[src/rtl/dfq_pkg.sv]
// shared types, constants and cosine table functions of the dct quantizer
package dfq_pkg;

    localparam int BLOCK_N_DEF        = 8;
    localparam int COEF_FRAC_BITS_DEF = 14;
    localparam int SAMPLE_W           = 8;
    localparam int LEVEL_W            = 12;
    localparam int QSHIFT_W           = 4;
    localparam int LEVEL_MAX          = 2047;
    localparam int LEVEL_MIN          = -2048;

    localparam longint unsigned PI_Q30  = 64'd3373259426;
    localparam longint unsigned ONE_Q30 = 64'd1073741824;

    // one loaded block waiting for the transform
    typedef struct packed {
        logic                bank;
        logic [QSHIFT_W-1:0] qshift;
    } t_job;

    // restoring divide, used only while elaborating the table
    function automatic longint unsigned udiv(input longint unsigned a,
                                             input longint unsigned b);
        longint unsigned q;
        longint unsigned rem;
        q   = 64'd0;
        rem = 64'd0;
        for (int i = 63; i >= 0; i--) begin
            rem = {rem[62:0], a[i]};
            if (rem >= b) begin
                rem  = rem - b;
                q[i] = 1'b1;
            end
        end
        return q;
    endfunction

    // integer square root
    function automatic longint unsigned isqrt64(input longint unsigned v_in);
        longint unsigned v;
        longint unsigned res;
        longint unsigned bt;
        v   = v_in;
        res = 64'd0;
        bt  = 64'd1 << 62;
        while (bt > v) bt = bt >> 2;
        while (bt != 64'd0) begin
            if (v >= res + bt) begin
                v   = v - (res + bt);
                res = (res >> 1) + bt;
            end else begin
                res = res >> 1;
            end
            bt = bt >> 2;
        end
        return res;
    endfunction

    // cos(pi*m/(2n)) in q30 by a taylor series
    function automatic longint unsigned cos_q30(input int m, input int n);
        longint unsigned x;
        longint unsigned x2;
        longint unsigned term;
        longint          sum;
        bit              neg;
        x    = udiv(PI_Q30 * longint'(m), longint'(2 * n));
        x2   = (x * x) >> 30;
        term = ONE_Q30;
        sum  = longint'(ONE_Q30);
        neg  = 1'b1;
        for (int k = 1; k <= 12; k++) begin
            term = udiv((term * x2) >> 30, longint'((2 * k - 1) * (2 * k)));
            if (neg) sum = sum - longint'(term);
            else sum = sum + longint'(term);
            neg = !neg;
        end
        if (sum < 0) sum = 0;
        if (sum > longint'(ONE_Q30)) sum = longint'(ONE_Q30);
        return longint'(sum);
    endfunction

    // orthonormal dct-ii basis entry (i, j), scaled by 2^f, rounded
    function automatic int cos_coef(input int n, input int f, input int i, input int j);
        longint unsigned s0;
        longint unsigned s1;
        longint unsigned mag;
        longint unsigned mm;
        int              m;
        int              shift;
        bit              neg;
        s0    = isqrt64(udiv(64'd1 << 60, longint'(n)));
        s1    = isqrt64(udiv(64'd1 << 61, longint'(n)));
        shift = 60 - f;
        mm    = longint'((2 * j + 1) * i);
        mm    = mm - udiv(mm, longint'(4 * n)) * longint'(4 * n);
        m     = int'(mm);
        neg   = 1'b0;
        if (m > 2 * n) m = 4 * n - m;
        if (m > n) begin
            m   = 2 * n - m;
            neg = 1'b1;
        end
        if (i == 0) mag = s0 * ONE_Q30;
        else mag = s1 * cos_q30(m, n);
        mag = (mag + (64'd1 << (shift - 1))) >> shift;
        return neg ? -int'(mag) : int'(mag);
    endfunction

endpackage

[src/rtl/dct2d_forward_quantizer.sv]
// Forward 8x8 (BLOCK_N x BLOCK_N) orthonormal DCT-II with power-of-two
// quantization. Samples stream in raster order at one per cycle, while
// o_in_stall is low, into one of two sample banks; a finished block is
// queued and the other bank keeps loading. One shared multiply-accumulate
// unit then does the row pass, drains, and does the column pass with one
// column coefficient in flight through read, multiply, accumulate and
// quantize at a time. The row pass of a block starts only once the last
// level of the previous block has been loaded into the output register.
// Levels leave in raster order with o_last on the final one; qshift is
// sampled when the last sample of a block is accepted.
module dct2d_forward_quantizer #(
    parameter int BLOCK_N        = dfq_pkg::BLOCK_N_DEF,
    parameter int COEF_FRAC_BITS = dfq_pkg::COEF_FRAC_BITS_DEF
) (
    input  logic                               i_clk,
    input  logic                               i_rst_n,
    input  logic                               i_in_valid,
    output logic                               o_in_stall,
    input  logic [dfq_pkg::SAMPLE_W-1:0]       i_sample,
    output logic                               o_out_valid,
    input  logic                               i_out_stall,
    output logic signed [dfq_pkg::LEVEL_W-1:0] o_level,
    output logic                               o_last,
    input  logic                               i_cfg_we,
    input  logic [dfq_pkg::QSHIFT_W-1:0]       i_cfg_wdata
);
    import dfq_pkg::*;

    localparam int AW = $clog2(BLOCK_N * BLOCK_N);

    logic                smp_we;
    logic                smp_bank;
    logic [AW-1:0]       smp_addr;
    logic [SAMPLE_W-1:0] smp_data;
    logic                push;
    logic                pop;
    logic                q_valid;
    logic                q_full;
    t_job                job_in;
    t_job                job_out;

    // sample loader
    dfq_front #(.BLOCK_N(BLOCK_N)) u_front (
        .i_clk        (i_clk),
        .i_rst_n      (i_rst_n),
        .i_in_valid   (i_in_valid),
        .i_queue_full (q_full),
        .i_sample     (i_sample),
        .i_cfg_we     (i_cfg_we),
        .i_cfg_wdata  (i_cfg_wdata),
        .o_in_stall   (o_in_stall),
        .o_smp_we     (smp_we),
        .o_smp_bank   (smp_bank),
        .o_smp_addr   (smp_addr),
        .o_smp_data   (smp_data),
        .o_push       (push),
        .o_job        (job_in)
    );

    // loaded blocks waiting for the transform
    dfq_queue u_queue (
        .i_clk   (i_clk),
        .i_rst_n (i_rst_n),
        .i_push  (push),
        .i_job   (job_in),
        .i_pop   (pop),
        .o_valid (q_valid),
        .o_full  (q_full),
        .o_job   (job_out)
    );

    // transform and quantizer
    dfq_back #(
        .BLOCK_N        (BLOCK_N),
        .COEF_FRAC_BITS (COEF_FRAC_BITS)
    ) u_back (
        .i_clk       (i_clk),
        .i_rst_n     (i_rst_n),
        .i_smp_we    (smp_we),
        .i_smp_bank  (smp_bank),
        .i_smp_addr  (smp_addr),
        .i_smp_data  (smp_data),
        .i_job_valid (q_valid),
        .i_job       (job_out),
        .i_out_stall (i_out_stall),
        .o_job_pop   (pop),
        .o_out_valid (o_out_valid),
        .o_level     (o_level),
        .o_last      (o_last)
    );

endmodule

[src/rtl/dfq_front.sv]
// front end: loads samples into the bank memory and queues finished blocks
module dfq_front #(
    parameter int BLOCK_N = dfq_pkg::BLOCK_N_DEF
) (
    input  logic                          i_clk,
    input  logic                          i_rst_n,
    input  logic                          i_in_valid,
    input  logic                          i_queue_full,
    input  logic [dfq_pkg::SAMPLE_W-1:0]  i_sample,
    input  logic                          i_cfg_we,
    input  logic [dfq_pkg::QSHIFT_W-1:0]  i_cfg_wdata,
    output logic                          o_in_stall,
    output logic                          o_smp_we,
    output logic                          o_smp_bank,
    output logic [$clog2(BLOCK_N*BLOCK_N)-1:0] o_smp_addr,
    output logic [dfq_pkg::SAMPLE_W-1:0]  o_smp_data,
    output logic                          o_push,
    output dfq_pkg::t_job                 o_job
);
    import dfq_pkg::*;

    localparam int NN = BLOCK_N * BLOCK_N;
    localparam int AW = $clog2(NN);

    logic [AW-1:0]       r_pos, n_pos;
    logic                r_bank, n_bank;
    logic [QSHIFT_W-1:0] r_qshift;
    logic                accept;
    logic                blk_end;

    // request accepted only while a bank is free
    assign o_in_stall = i_queue_full;
    assign accept     = i_in_valid && !i_queue_full;
    assign blk_end    = (r_pos == AW'(NN - 1));

    // sample write into the bank memory
    assign o_smp_we   = accept;
    assign o_smp_bank = r_bank;
    assign o_smp_addr = r_pos;
    assign o_smp_data = i_sample;

    // block complete: hand the bank to the back end
    assign o_push       = accept && blk_end;
    assign o_job.bank   = r_bank;
    assign o_job.qshift = r_qshift;

    always_comb begin
        n_pos  = r_pos;
        n_bank = r_bank;
        if (accept) begin
            if (blk_end) begin
                n_pos  = '0;
                n_bank = !r_bank;
            end else begin
                n_pos = r_pos + AW'(1);
            end
        end
    end

    always_ff @(posedge i_clk) begin
        if (!i_rst_n) begin
            r_pos    <= '0;
            r_bank   <= 1'b0;
            r_qshift <= '0;
        end else begin
            r_pos  <= n_pos;
            r_bank <= n_bank;
            if (i_cfg_we) begin
                r_qshift <= i_cfg_wdata;
            end
        end
    end

endmodule

[src/rtl/dfq_queue.sv]
// two-entry job queue between front and back end
module dfq_queue (
    input  logic          i_clk,
    input  logic          i_rst_n,
    input  logic          i_push,
    input  dfq_pkg::t_job i_job,
    input  logic          i_pop,
    output logic          o_valid,
    output logic          o_full,
    output dfq_pkg::t_job o_job
);
    import dfq_pkg::*;

    t_job       r_mem [2];
    logic       r_wptr;
    logic       r_rptr;
    logic [1:0] r_count;

    assign o_valid = (r_count != 2'd0);
    assign o_full  = (r_count == 2'd2);
    assign o_job   = r_mem[r_rptr];

    // entry storage
    always_ff @(posedge i_clk) begin
        if (i_push) begin
            r_mem[r_wptr] <= i_job;
        end
    end

    // pointers and fill count
    always_ff @(posedge i_clk) begin
        if (!i_rst_n) begin
            r_wptr  <= 1'b0;
            r_rptr  <= 1'b0;
            r_count <= 2'd0;
        end else begin
            if (i_push) r_wptr <= !r_wptr;
            if (i_pop) r_rptr <= !r_rptr;
            case ({i_push, i_pop})
                2'b10:   r_count <= r_count + 2'd1;
                2'b01:   r_count <= r_count - 2'd1;
                default: r_count <= r_count;
            endcase
        end
    end

endmodule

[src/rtl/dfq_back.sv]
// back end: row pass, column pass and quantization on one shared mac
module dfq_back #(
    parameter int BLOCK_N        = dfq_pkg::BLOCK_N_DEF,
    parameter int COEF_FRAC_BITS = dfq_pkg::COEF_FRAC_BITS_DEF
) (
    input  logic                               i_clk,
    input  logic                               i_rst_n,
    input  logic                               i_smp_we,
    input  logic                               i_smp_bank,
    input  logic [$clog2(BLOCK_N*BLOCK_N)-1:0] i_smp_addr,
    input  logic [dfq_pkg::SAMPLE_W-1:0]       i_smp_data,
    input  logic                               i_job_valid,
    input  dfq_pkg::t_job                      i_job,
    input  logic                               i_out_stall,
    output logic                               o_job_pop,
    output logic                               o_out_valid,
    output logic signed [dfq_pkg::LEVEL_W-1:0] o_level,
    output logic                               o_last
);
    import dfq_pkg::*;

    localparam int NN = BLOCK_N * BLOCK_N;
    localparam int AW = $clog2(NN);
    localparam int KW = $clog2(BLOCK_N);
    localparam int F  = COEF_FRAC_BITS;
    localparam int CW = F + 2;
    localparam int TW = F + 12;
    localparam int YW = 2 * F + 16;
    localparam int PW = TW + CW;
    localparam int SW = 7;

    localparam logic [1:0] PH_IDLE  = 2'd0;
    localparam logic [1:0] PH_ROW   = 2'd1;
    localparam logic [1:0] PH_DRAIN = 2'd2;
    localparam logic [1:0] PH_COL   = 2'd3;

    localparam logic [1:0] RG_UPPER = 2'd0;
    localparam logic [1:0] RG_DIAG  = 2'd1;
    localparam logic [1:0] RG_LOWER = 2'd2;

    // cosine rom
    logic signed [CW-1:0] cos_rom [NN];
    for (genvar gi = 0; gi < BLOCK_N; gi++) begin : g_row
        for (genvar gj = 0; gj < BLOCK_N; gj++) begin : g_col
            assign cos_rom[gi*BLOCK_N+gj] = CW'(cos_coef(BLOCK_N, F, gi, gj));
        end
    end

    // sample banks and row-pass store
    logic [SAMPLE_W-1:0] smem [2][NN];
    logic signed [TW-1:0] tmem [NN];

    logic [1:0]    r_phase, n_phase;
    logic [KW-1:0] r_r, r_c, r_k;
    t_job          r_job;
    logic          r_col_busy;
    logic          iss;
    logic          iss_col;
    logic          k_end, c_end, r_end;
    logic [AW-1:0] saddr, taddr, cidx, dest;
    logic [KW:0]   rc_sum;
    logic [1:0]    region;

    // stage 1: memory and rom read
    logic                 r_s1_v, r_s1_col, r_s1_first, r_s1_lastk, r_s1_lastel;
    logic [AW-1:0]        r_s1_dest;
    logic [1:0]           r_s1_region;
    logic [SAMPLE_W-1:0]  r_smp;
    logic signed [TW-1:0] r_trd;
    logic signed [CW-1:0] r_cos;
    logic signed [TW-1:0] mop;

    // stage 2: product
    logic                 r_s2_v, r_s2_col, r_s2_first, r_s2_lastk, r_s2_lastel;
    logic [AW-1:0]        r_s2_dest;
    logic [1:0]           r_s2_region;
    logic signed [PW-1:0] r_prod;

    // stage 3: accumulate
    logic signed [YW-1:0] r_acc;
    logic signed [YW-1:0] sum;

    // coefficient waiting for quantization
    logic                 r_y_v;
    logic signed [YW-1:0] r_y;
    logic [1:0]           r_y_region;
    logic                 r_y_last;
    logic                 out_load;

    // quantizer
    logic [SW-1:0]        sh;
    logic [YW-1:0]        mag;
    logic [YW-1:0]        shr;
    logic [YW-1:0]        q;
    logic [YW-1:0]        qr;
    logic                 sticky;
    logic                 inc;
    logic signed [LEVEL_W-1:0] lvl;

    assign k_end = (r_k == KW'(BLOCK_N - 1));
    assign c_end = (r_c == KW'(BLOCK_N - 1));
    assign r_end = (r_r == KW'(BLOCK_N - 1));

    // issue control
    always_comb begin
        case (r_phase)
            PH_ROW:  iss = 1'b1;
            PH_COL:  iss = !((r_k == '0) && r_col_busy);
            default: iss = 1'b0;
        endcase
    end
    assign iss_col = (r_phase == PH_COL);

    // operand addresses
    assign saddr = AW'(r_r * BLOCK_N + r_k);
    assign taddr = AW'(r_k * BLOCK_N + r_c);
    assign cidx  = iss_col ? AW'(r_r * BLOCK_N + r_k) : AW'(r_c * BLOCK_N + r_k);
    assign dest  = AW'(r_r * BLOCK_N + r_c);

    // quantizer region from the anti-diagonal
    assign rc_sum = {1'b0, r_r} + {1'b0, r_c};
    always_comb begin
        if (rc_sum < (KW + 1)'(BLOCK_N - 1)) region = RG_UPPER;
        else if (rc_sum == (KW + 1)'(BLOCK_N - 1)) region = RG_DIAG;
        else region = RG_LOWER;
    end

    assign o_job_pop = (r_phase == PH_DRAIN) && !r_s1_v && !r_s2_v;

    // sequencer, a new job waits until the last level of the previous one is loaded into the output register
    always_comb begin
        n_phase = r_phase;
        case (r_phase)
            PH_IDLE:  if (i_job_valid && !r_col_busy) n_phase = PH_ROW;
            PH_ROW:   if (k_end && c_end && r_end) n_phase = PH_DRAIN;
            PH_DRAIN: if (o_job_pop) n_phase = PH_COL;
            PH_COL:   if (iss && k_end && c_end && r_end) n_phase = PH_IDLE;
            default:  n_phase = PH_IDLE;
        endcase
    end

    always_ff @(posedge i_clk) begin
        if (!i_rst_n) begin
            r_phase    <= PH_IDLE;
            r_r        <= '0;
            r_c        <= '0;
            r_k        <= '0;
            r_col_busy <= 1'b0;
        end else begin
            r_phase <= n_phase;
            if (r_phase == PH_IDLE || o_job_pop) begin
                r_r <= '0;
                r_c <= '0;
                r_k <= '0;
            end else if (iss) begin
                if (!k_end) begin
                    r_k <= r_k + KW'(1);
                end else begin
                    r_k <= '0;
                    if (!c_end) begin
                        r_c <= r_c + KW'(1);
                    end else begin
                        r_c <= '0;
                        r_r <= r_end ? '0 : r_r + KW'(1);
                    end
                end
            end
            if (iss && iss_col && (r_k == '0)) r_col_busy <= 1'b1;
            else if (out_load) r_col_busy <= 1'b0;
        end
    end

    always_ff @(posedge i_clk) begin
        if (r_phase == PH_IDLE && i_job_valid && !r_col_busy) begin
            r_job <= i_job;
        end
    end

    // sample bank writes
    always_ff @(posedge i_clk) begin
        if (i_smp_we) begin
            smem[i_smp_bank][i_smp_addr] <= i_smp_data;
        end
    end

    // stage 1 reads
    always_ff @(posedge i_clk) begin
        r_smp       <= smem[r_job.bank][saddr];
        r_trd       <= tmem[taddr];
        r_cos       <= cos_rom[cidx];
        r_s1_col    <= iss_col;
        r_s1_first  <= (r_k == '0);
        r_s1_lastk  <= k_end;
        r_s1_lastel <= k_end && c_end && r_end;
        r_s1_dest   <= dest;
        r_s1_region <= region;
    end

    // stage 2 multiply
    assign mop = r_s1_col ? r_trd : $signed({{(TW - SAMPLE_W){1'b0}}, r_smp});

    always_ff @(posedge i_clk) begin
        r_prod      <= mop * r_cos;
        r_s2_col    <= r_s1_col;
        r_s2_first  <= r_s1_first;
        r_s2_lastk  <= r_s1_lastk;
        r_s2_lastel <= r_s1_lastel;
        r_s2_dest   <= r_s1_dest;
        r_s2_region <= r_s1_region;
    end

    always_ff @(posedge i_clk) begin
        if (!i_rst_n) begin
            r_s1_v <= 1'b0;
            r_s2_v <= 1'b0;
        end else begin
            r_s1_v <= iss;
            r_s2_v <= r_s1_v;
        end
    end

    // stage 3 accumulate, row results to the store, column results onward
    assign sum = (r_s2_first ? YW'(0) : r_acc) + YW'(r_prod);

    always_ff @(posedge i_clk) begin
        if (r_s2_v) begin
            r_acc <= sum;
            if (r_s2_lastk && !r_s2_col) begin
                tmem[r_s2_dest] <= TW'(sum);
            end
            if (r_s2_lastk && r_s2_col) begin
                r_y        <= sum;
                r_y_region <= r_s2_region;
                r_y_last   <= r_s2_lastel;
            end
        end
    end

    assign out_load = r_y_v && (!o_out_valid || !i_out_stall);

    always_ff @(posedge i_clk) begin
        if (!i_rst_n) begin
            r_y_v <= 1'b0;
        end else if (r_s2_v && r_s2_lastk && r_s2_col) begin
            r_y_v <= 1'b1;
        end else if (out_load) begin
            r_y_v <= 1'b0;
        end
    end

    // round to nearest, ties to even, then saturate
    assign sh     = SW'(2 * F) + SW'(r_job.qshift) + SW'(r_y_region) - SW'(1);
    assign mag    = r_y[YW-1] ? YW'(-r_y) : YW'(r_y);
    assign shr    = mag >> sh;
    assign q      = shr >> 1;
    assign sticky = ((mag & ~({YW{1'b1}} << sh)) != '0);
    assign inc    = shr[0] && (sticky || q[0]);
    assign qr     = q + YW'(inc);

    always_comb begin
        if (r_y[YW-1]) begin
            if (qr > YW'(-LEVEL_MIN)) lvl = LEVEL_W'(LEVEL_MIN);
            else lvl = LEVEL_W'(-qr);
        end else begin
            if (qr > YW'(LEVEL_MAX)) lvl = LEVEL_W'(LEVEL_MAX);
            else lvl = LEVEL_W'(qr);
        end
    end

    // output register
    always_ff @(posedge i_clk) begin
        if (out_load) begin
            o_level <= lvl;
            o_last  <= r_y_last;
        end
    end

    always_ff @(posedge i_clk) begin
        if (!i_rst_n) begin
            o_out_valid <= 1'b0;
        end else if (out_load) begin
            o_out_valid <= 1'b1;
        end else if (!i_out_stall) begin
            o_out_valid <= 1'b0;
        end
    end

endmodule

[config.mk]
export PLATFORM = sky130hd
export DESIGN_NAME = dct2d_forward_quantizer
export DESIGN_NICKNAME = d
export VERILOG_FILES = /design/src/rtl/dfq_pkg.sv /design/src/rtl/dct2d_forward_quantizer.sv /design/src/rtl/dfq_front.sv /design/src/rtl/dfq_queue.sv /design/src/rtl/dfq_back.sv
export SDC_FILE = /design/constraint.sdc
export NUM_CORES = 2
export LEC_CHECK = 0
export BUFFER_PORTS_ARGS = -buffer_cell sky130_fd_sc_hd__buf_2
export CAP_MARGIN = 20
export CORE_MARGIN = 4
export CORE_UTILIZATION = 50
export DETAILED_ROUTE_END_ITERATION = 7
export PLACE_DENSITY = 0.65
export RECOVER_POWER = 25
export REMOVE_ABC_BUFFERS = 1
export SYNTH_ARGS = -nofsm -noshare
export SYNTH_HDL_FRONTEND = slang
export SYNTH_SLANG_ARGS = --single-unit
[constraint.sdc]
create_clock -name i_clk -period 7 [get_ports i_clk]
set_clock_uncertainty 0.2 [all_clocks]
set_input_delay 0.7 -clock i_clk [delete_from_list [all_inputs] [get_ports i_clk]]
set_output_delay 0.7 -clock i_clk [all_outputs]
set_load 0.01 [all_outputs]
After elaboration in Yosys (flattened, before gate mapping)
Memories as Yosys holds them, arrays and structs flattened. A register that Yosys moved wholly into a read port is not among the register bits.
Index checks and enable logic that the tools add are counted.
Cells by class
  reductions and logical operators: 49
  mux-type cells: 36
  $lt $le $gt $ge: 6
  equal/unequal tests: 16
  bitwise logic cells: 6
  shift-type cells: 2
  $add $sub $neg: 18
  $mul: 1
Operator list (number)
  512-bit two-way mux: 1
  44-bit two-way mux: 2
  8-bit binary-select mux with 6-bit select: 1
  8-bit demux with 6-bit select: 1
  43-bit by 1-bit adder with 44-bit output: 1
  44-bit by 42-bit adder with 44-bit output: 1
  44-bit bitwise AND: 1
  44-bit by 11-bit greater-than comparator with 1-bit output (second input constant): 1
  44-bit by 12-bit greater-than comparator with 1-bit output (second input constant): 1
  44-bit negation: 1
  44-bit inverter: 1
  44-bit nonzero test: 1
  44-bit by 7-bit << shifter with 44-bit output (first input constant): 1
  44-bit by 7-bit right shift with 44-bit output: 1
  26-bit by 16-bit multiplier with 42-bit output: 1
  12-bit two-way mux: 3
  26-bit two-way mux: 1
  6-bit by 3-bit adder with 6-bit output: 4
  8-bit two-way mux: 3
  1-bit logical AND: 22
  6-bit inverter with 7-bit output: 3
  7-bit greater-or-equal comparator (second input constant): 2
  6-bit two-way mux: 2
  12-bit negation: 1
  other kinds (33): 77
Storage, ports and cells
  ROM bits: 1024
  memories: 4
  bits in registers: 209
  output and inout port bits: 15
  word-level logic and storage cells: 173
  bits in writable memories: 2698
Memory list
  u_back.tmem: depth 64, bits a word 26, rd ports 1, clocked after memory_dff 1, write ports 1, line dfq_back.sv:51  | logic signed [TW-1:0] tmem [NN];
  (no name shown): depth 64, bits a word 16, rd ports 1, clocked after memory_dff 1, write ports 0, line dfq_back.sv:190  | r_cos <= cos_rom[cidx];
  u_back.smem: depth 2, bits a word 512, rd ports 1, clocked after memory_dff 0, write ports 1, line dfq_back.sv:50  | logic [SAMPLE_W-1:0] smem [2][NN];
  u_queue.r_mem: depth 2, bits a word 5, rd ports 1, clocked after memory_dff 1, write ports 1, line dfq_queue.sv:14  | t_job r_mem [2];

Depth between registers and ports, before layout
  depth in word-level cells: 13
  mapped depth: 31
  mapped depth without buffers: 29

By module
A second synthesis with hierarchy kept.
Second synthesis, totals
  cell total of the unflattened synthesis: 8213
  area total of the unflattened synthesis: 137271.7 µm²
Modules (own cells, without submodules)
  dfq_back: cells each 8113, times used 1, seq. area each 86613.1 µm², area each 136135.6 µm²
  dfq_queue: cells each 37, times used 1, seq. area each 400.4 µm², area each 575.6 µm²
  dfq_front: cells each 63, times used 1, seq. area each 220.2 µm², area each 560.5 µm²

Least setup slack after synthesis
No wires, ideal clock.
  kind: reg-to-reg
  start: register u_back.r_s1_col
  end: register u_back.r_prod[41]
  arrival time: 7372 ps
  stages on the path, launching flop included: 30
  library setup time: 72 ps
  path buffers: 4
  path slack: -644 ps
  cell sequence: dfxtp_1 > clkbuf_1 > clkbuf_1 > clkbuf_1 > and2_1 > clkbuf_1 > nand2_1 > fa_1 > fa_1 > fa_1 > inv_1 > fa_1 > fa_1 > inv_1 > fa_1 > inv_1 > ha_1 > and3_1 > a21oi_1 > o21ai_0 > o21ba_2 > a211oi_1 > o31ai_1 > o311ai_0 > a211oi_1 > nor2_1 > nand2_1 > a31o_2 > a21oi_1 > xnor2_1
On the way
  cells in the longest elaborated chain, start to end: 2
Ends and longest elaborated chain
  start, declared: line dfq_back.sv:65  | logic r_s1_v, r_s1_col, r_s1_first, r_s1_lastk, r_s1_lastel;
  start signal, assigned: line dfq_back.sv:191  | r_s1_col <= iss_col;
  26-bit two-way mux: line dfq_back.sv:200  | assign mop = r_s1_col ? r_trd : $signed({{(TW - SAMPLE_W){1'b0}}, r_smp});
  26-bit by 16-bit multiplier with 42-bit output: line dfq_back.sv:203  | r_prod <= mop * r_cos;
  end signal, assigned: line dfq_back.sv:203
  end, declared: line dfq_back.sv:77  | logic signed [PW-1:0] r_prod;
Every way passes these cells.
A chain may end at the register's enable or synchronous reset.

Worst setup path after layout
  start: register u_back.r_s1_col
  end: register u_back.r_prod[40]
The elaborated chain is that of the path after synthesis.

==> flow_metrics.py <==
metrics = {
    "cells_and_area": {
        "area_growth_pct": 15.9,
        "drive_gt1_share_pct": 27.9,
        "final_net_count": 9560,
    },
    "sta": {
        "setup_tns_ns": 0,
        "fmax_mhz": 143,
        "setup_ws_ns": 0.0163,
        "rsz0062_at_grt": "yes",
        "finalSetupViolations": 0,
        "fin_crit_sh_pct": 99.8,
        "min_period_ns": 6.98,
        "worst_slew_pin_slew_ns": 2.79,
        "hold_viol": 0,
        "max_slew_margin_pct": -85.9,
        "slew_viol_final": 288,
    },
    "synth": {
        "syn_area_mm2": 0.137,
        "ys_ff_latch": 2952,
        "netlist_instances": 8200,
        "syn_avg_cell_area_um2": 16.7,
        "synth_ff_type": "edfxtp_1",
        "synth_cell_type_count": 114,
        "synth_warnings": 0,
        "synth.area.top_cells": "edfxtp_1, mux4_2, fa_1, dfxtp_1, ha_1",
        "synthArstFlopShare_pct": 0,
        "yosys.area.top_type": "edfxtp_1",
        "ys_seq_area_share_pct": 63.5,
        "synth_edf_count": 2807,
        "synth_most_common_cell": "edfxtp_1",
        "synthTopCellsByCount": "edfxtp_1, mux4_2, nand2_1",
        "synth_top_cell_area_share_pct": 61.4,
    },
    "critical_path": {
        "slowest_stage": "fa_2",
        "cp_max_fo": 7,
        "reg2reg_to": "u_back.r_prod[40]",
        "rrSetupSlack_ns": 0.02,
        "crit_path_start": "u_back.r_s1_col",
        "start_kind": "flop",
        "r2r_cells": 28,
        "crit_path_max_incr_delay_ns": 0.57,
        "critPathKind": "flop to flop",
        "cpMostUsedCell": "fa_1",
        "required_ns": 7.51,
        "timing.rr.start": "u_back.r_s1_col",
        "cp_data_arrival_time_ns": 7.49,
        "cp-endpoint": "u_back.r_prod[40]",
        "worstSetupEndpointType": "flop",
    },
    "drt": {
        "vias": 79600,
        "post-route-drc-count": 5,
        "firstDrtPassIters": 8,
        "drt_wl_total_um": 382000,
        "vias_per_cell": 6.22,
        "postRouteAntennaNets": 0,
        "wire_per_inst_um": 29.8,
        "drt_iter0_drc": 9418,
    },
    "floorplanning": {
        "die_h_um": 532,
        "io_pins": 32,
        "initial_core_util_pct": 50.2,
        "core.rowCount": 192,
        "core_area_mm2": 0.273,
        "die_x_um": 532,
        "fp.dieArea_mm2": 0.283,
    },
    "global_route": {
        "grt_use_total_pct": 26.8,
        "grt_max_degree": 126,
        "overflow": 0,
        "grt_pass1_wl_um": 561000,
        "first_global_vias": 81400,
        "antenna_found_initial": 15,
    },
    "clocking": {
        "tritoncts.num_buffers": 306,
        "clk_path_buf_depth": 4,
        "cts_max_level": 5,
        "clkSinkCount": 2952,
        "path_clk_slew_ns": 0.06,
        "worstSkewPairLatency_ns": 0.86,
        "root_buffer": "clkbuf_16",
        "cts_tree": "done",
    },
    "placed_design": {
        "globalplace.congestion": 0.980,
        "hpwl_um": 247000,
        "dp_slack_ns": -0.454,
        "portBuffers": 31,
    },
    "pwr": {
        "ir_drop_mv": 0.227,
        "power.density_mw_per_mm2": 255,
        "p_leak_uw": 0.0544,
    },
    "status": {
        "status": "finished, violations left",
        "violations": "design-rule violations, max-capacitance violations, max-slew violations",
    },
    "run": {
        "cap_violations": 6,
    },
    "min_path": {
        "hp-class": "input port to flop",
    },
}
[layout make-up]
type,count,area [um^2]
clock inverters,165,1590
multi-input cells,4281,47900
well taps,3589,4490
inverters,516,1950
clock buffers,382,8210
repair buffers,908,7650
fillers,20500,114000
flip-flops and latches,2952,87200
diodes,7,17.5
[cell usage in the layout, fill, tap and decap left out, types with 86 or more instances in the layout]
| cell type | n |
|---|---|
| edfxtp_1 | 2807 |
| ha_1 | 167 |
| fa_1 | 383 |
| nor3_1 | 98 |
| nand2_1 | 576 |
| xnor2_1 | 97 |
| clkbuf_16 | 319 |
| a21oi_1 | 161 |
| buf_4 | 794 |
| nand3_1 | 86 |
| dfxtp_1 | 133 |
| nor2_1 | 390 |
| mux4_2 | 865 |
| inv_1 | 491 |
| o21ai_0 | 109 |
| and3_1 | 124 |
[power by group]
group          internal (uW)  switching [uW]  leakage [uW]  total (uW)
logic                   1390            2700        0.0231        4100
clock network           9270            6730       0.00474       16000
registers              20300            54.4        0.0265       20400
total                  31000            9490        0.0544       40500
[state kept, by name (all words and copies together) (netlist names), 6 cells and up]
signal / flops
u_back.o_level: 12
u_back.r_acc: 44
u_back.r_cos: 14
u_back.r_prod: 42
u_back.r_s1_dest: 6
u_back.r_s2_dest: 6
u_back.r_smp: 8
u_back.r_trd: 26
u_back.r_y: 44
u_back.smem: 1024
u_back.tmem: 1664
u_front.o_smp_addr: 6
u_queue.r_mem: 10
[kinds of logic after synthesis]
group,Yosys count,synth area share [%]
flops,2952,63.5
simple gates,1805,6.41
buf+inv,968,2.69
mux,957,14.9
compound gates,770,3.93
fa+ha+maj,580,7.45
xor+xnor,168,1.10
[critical path: cells and delay by family (launching register included)]
family | cells | cell delay, ns
XOR/XNOR | 1 | 0.19
AO/OA/AOI/OAI | 11 | 1.76
adder cells (fa/ha/maj) | 7 | 2.86
AND/OR/NAND/NOR | 3 | 0.51
multiplexers | 1 | 0.34
flip-flops | 1 | 0.41
buffers and inverters | 5 | 0.60
[metrics by stage]
| stage | utilization [%] | instances | total power (uW) | hold WS [ns] | cell area, um^2 |
|---|---|---|---|---|---|
| 2_1_floorplan | - | 7748 | 22700 | 0.110 | 136000 |
| 4_1_cts | 57.8 | 12800 | 40500 | 0.00266 | 158000 |
| 3_3_place_gp | 53.9 | 12200 | 24400 | 0.110 | 147000 |
| 6_report | 58.2 | 12800 | 40500 | 0.0413 | 159000 |
| 5_1_grt | 58.2 | 12800 | 41900 | 0.0311 | 159000 |
| 3_5_place_dp | 54.0 | 12200 | 24500 | 0.114 | 148000 |
[metal layers]
| metal | routed length, um | GRT usage (%) | vias up |
|---|---|---|---|
| met1 | 155000 | 38.7 | 41900 |
| met2 | 183000 | 42.8 | 3701 |
| met3 | 31700 | 4.02 | 634 |
| li1 | - | - | 33300 |
| met4 | 12300 | 7.62 | 2 |
| met5 | 13 | 0 | - |
[worst min-delay path by stage]
stage,startpoint,end,slack (ns),depth (start not counted)
after floorplan,u_back.r_s1_dest[0],u_back.r_s2_dest[0],0.11,0
after CTS,i_cfg_we,u_front.r_qshift[1],0.003,3
final,i_cfg_we,u_front.r_qshift[1],0.04,3
after global routing,i_cfg_we,u_front.r_qshift[1],0.03,3
after global placement,u_back.r_s1_region[1],u_back.r_s2_region[1],0.11,0
after detailed placement,u_back.r_s1_dest[0],u_back.r_s2_dest[0],0.11,0
[timing repair]
action                                  in CTS  in global routing
gates cloned                                 2                  3
endpoints found under the setup margin      25                 24
gates resized for setup                     77                124
hold buffers                                 6                  0
buffers inserted                            10                 15
pin swaps                                   30                 64
endpoints found under the hold margin       24                  0
No activity file was read; power rests on OpenSTA's default activity.
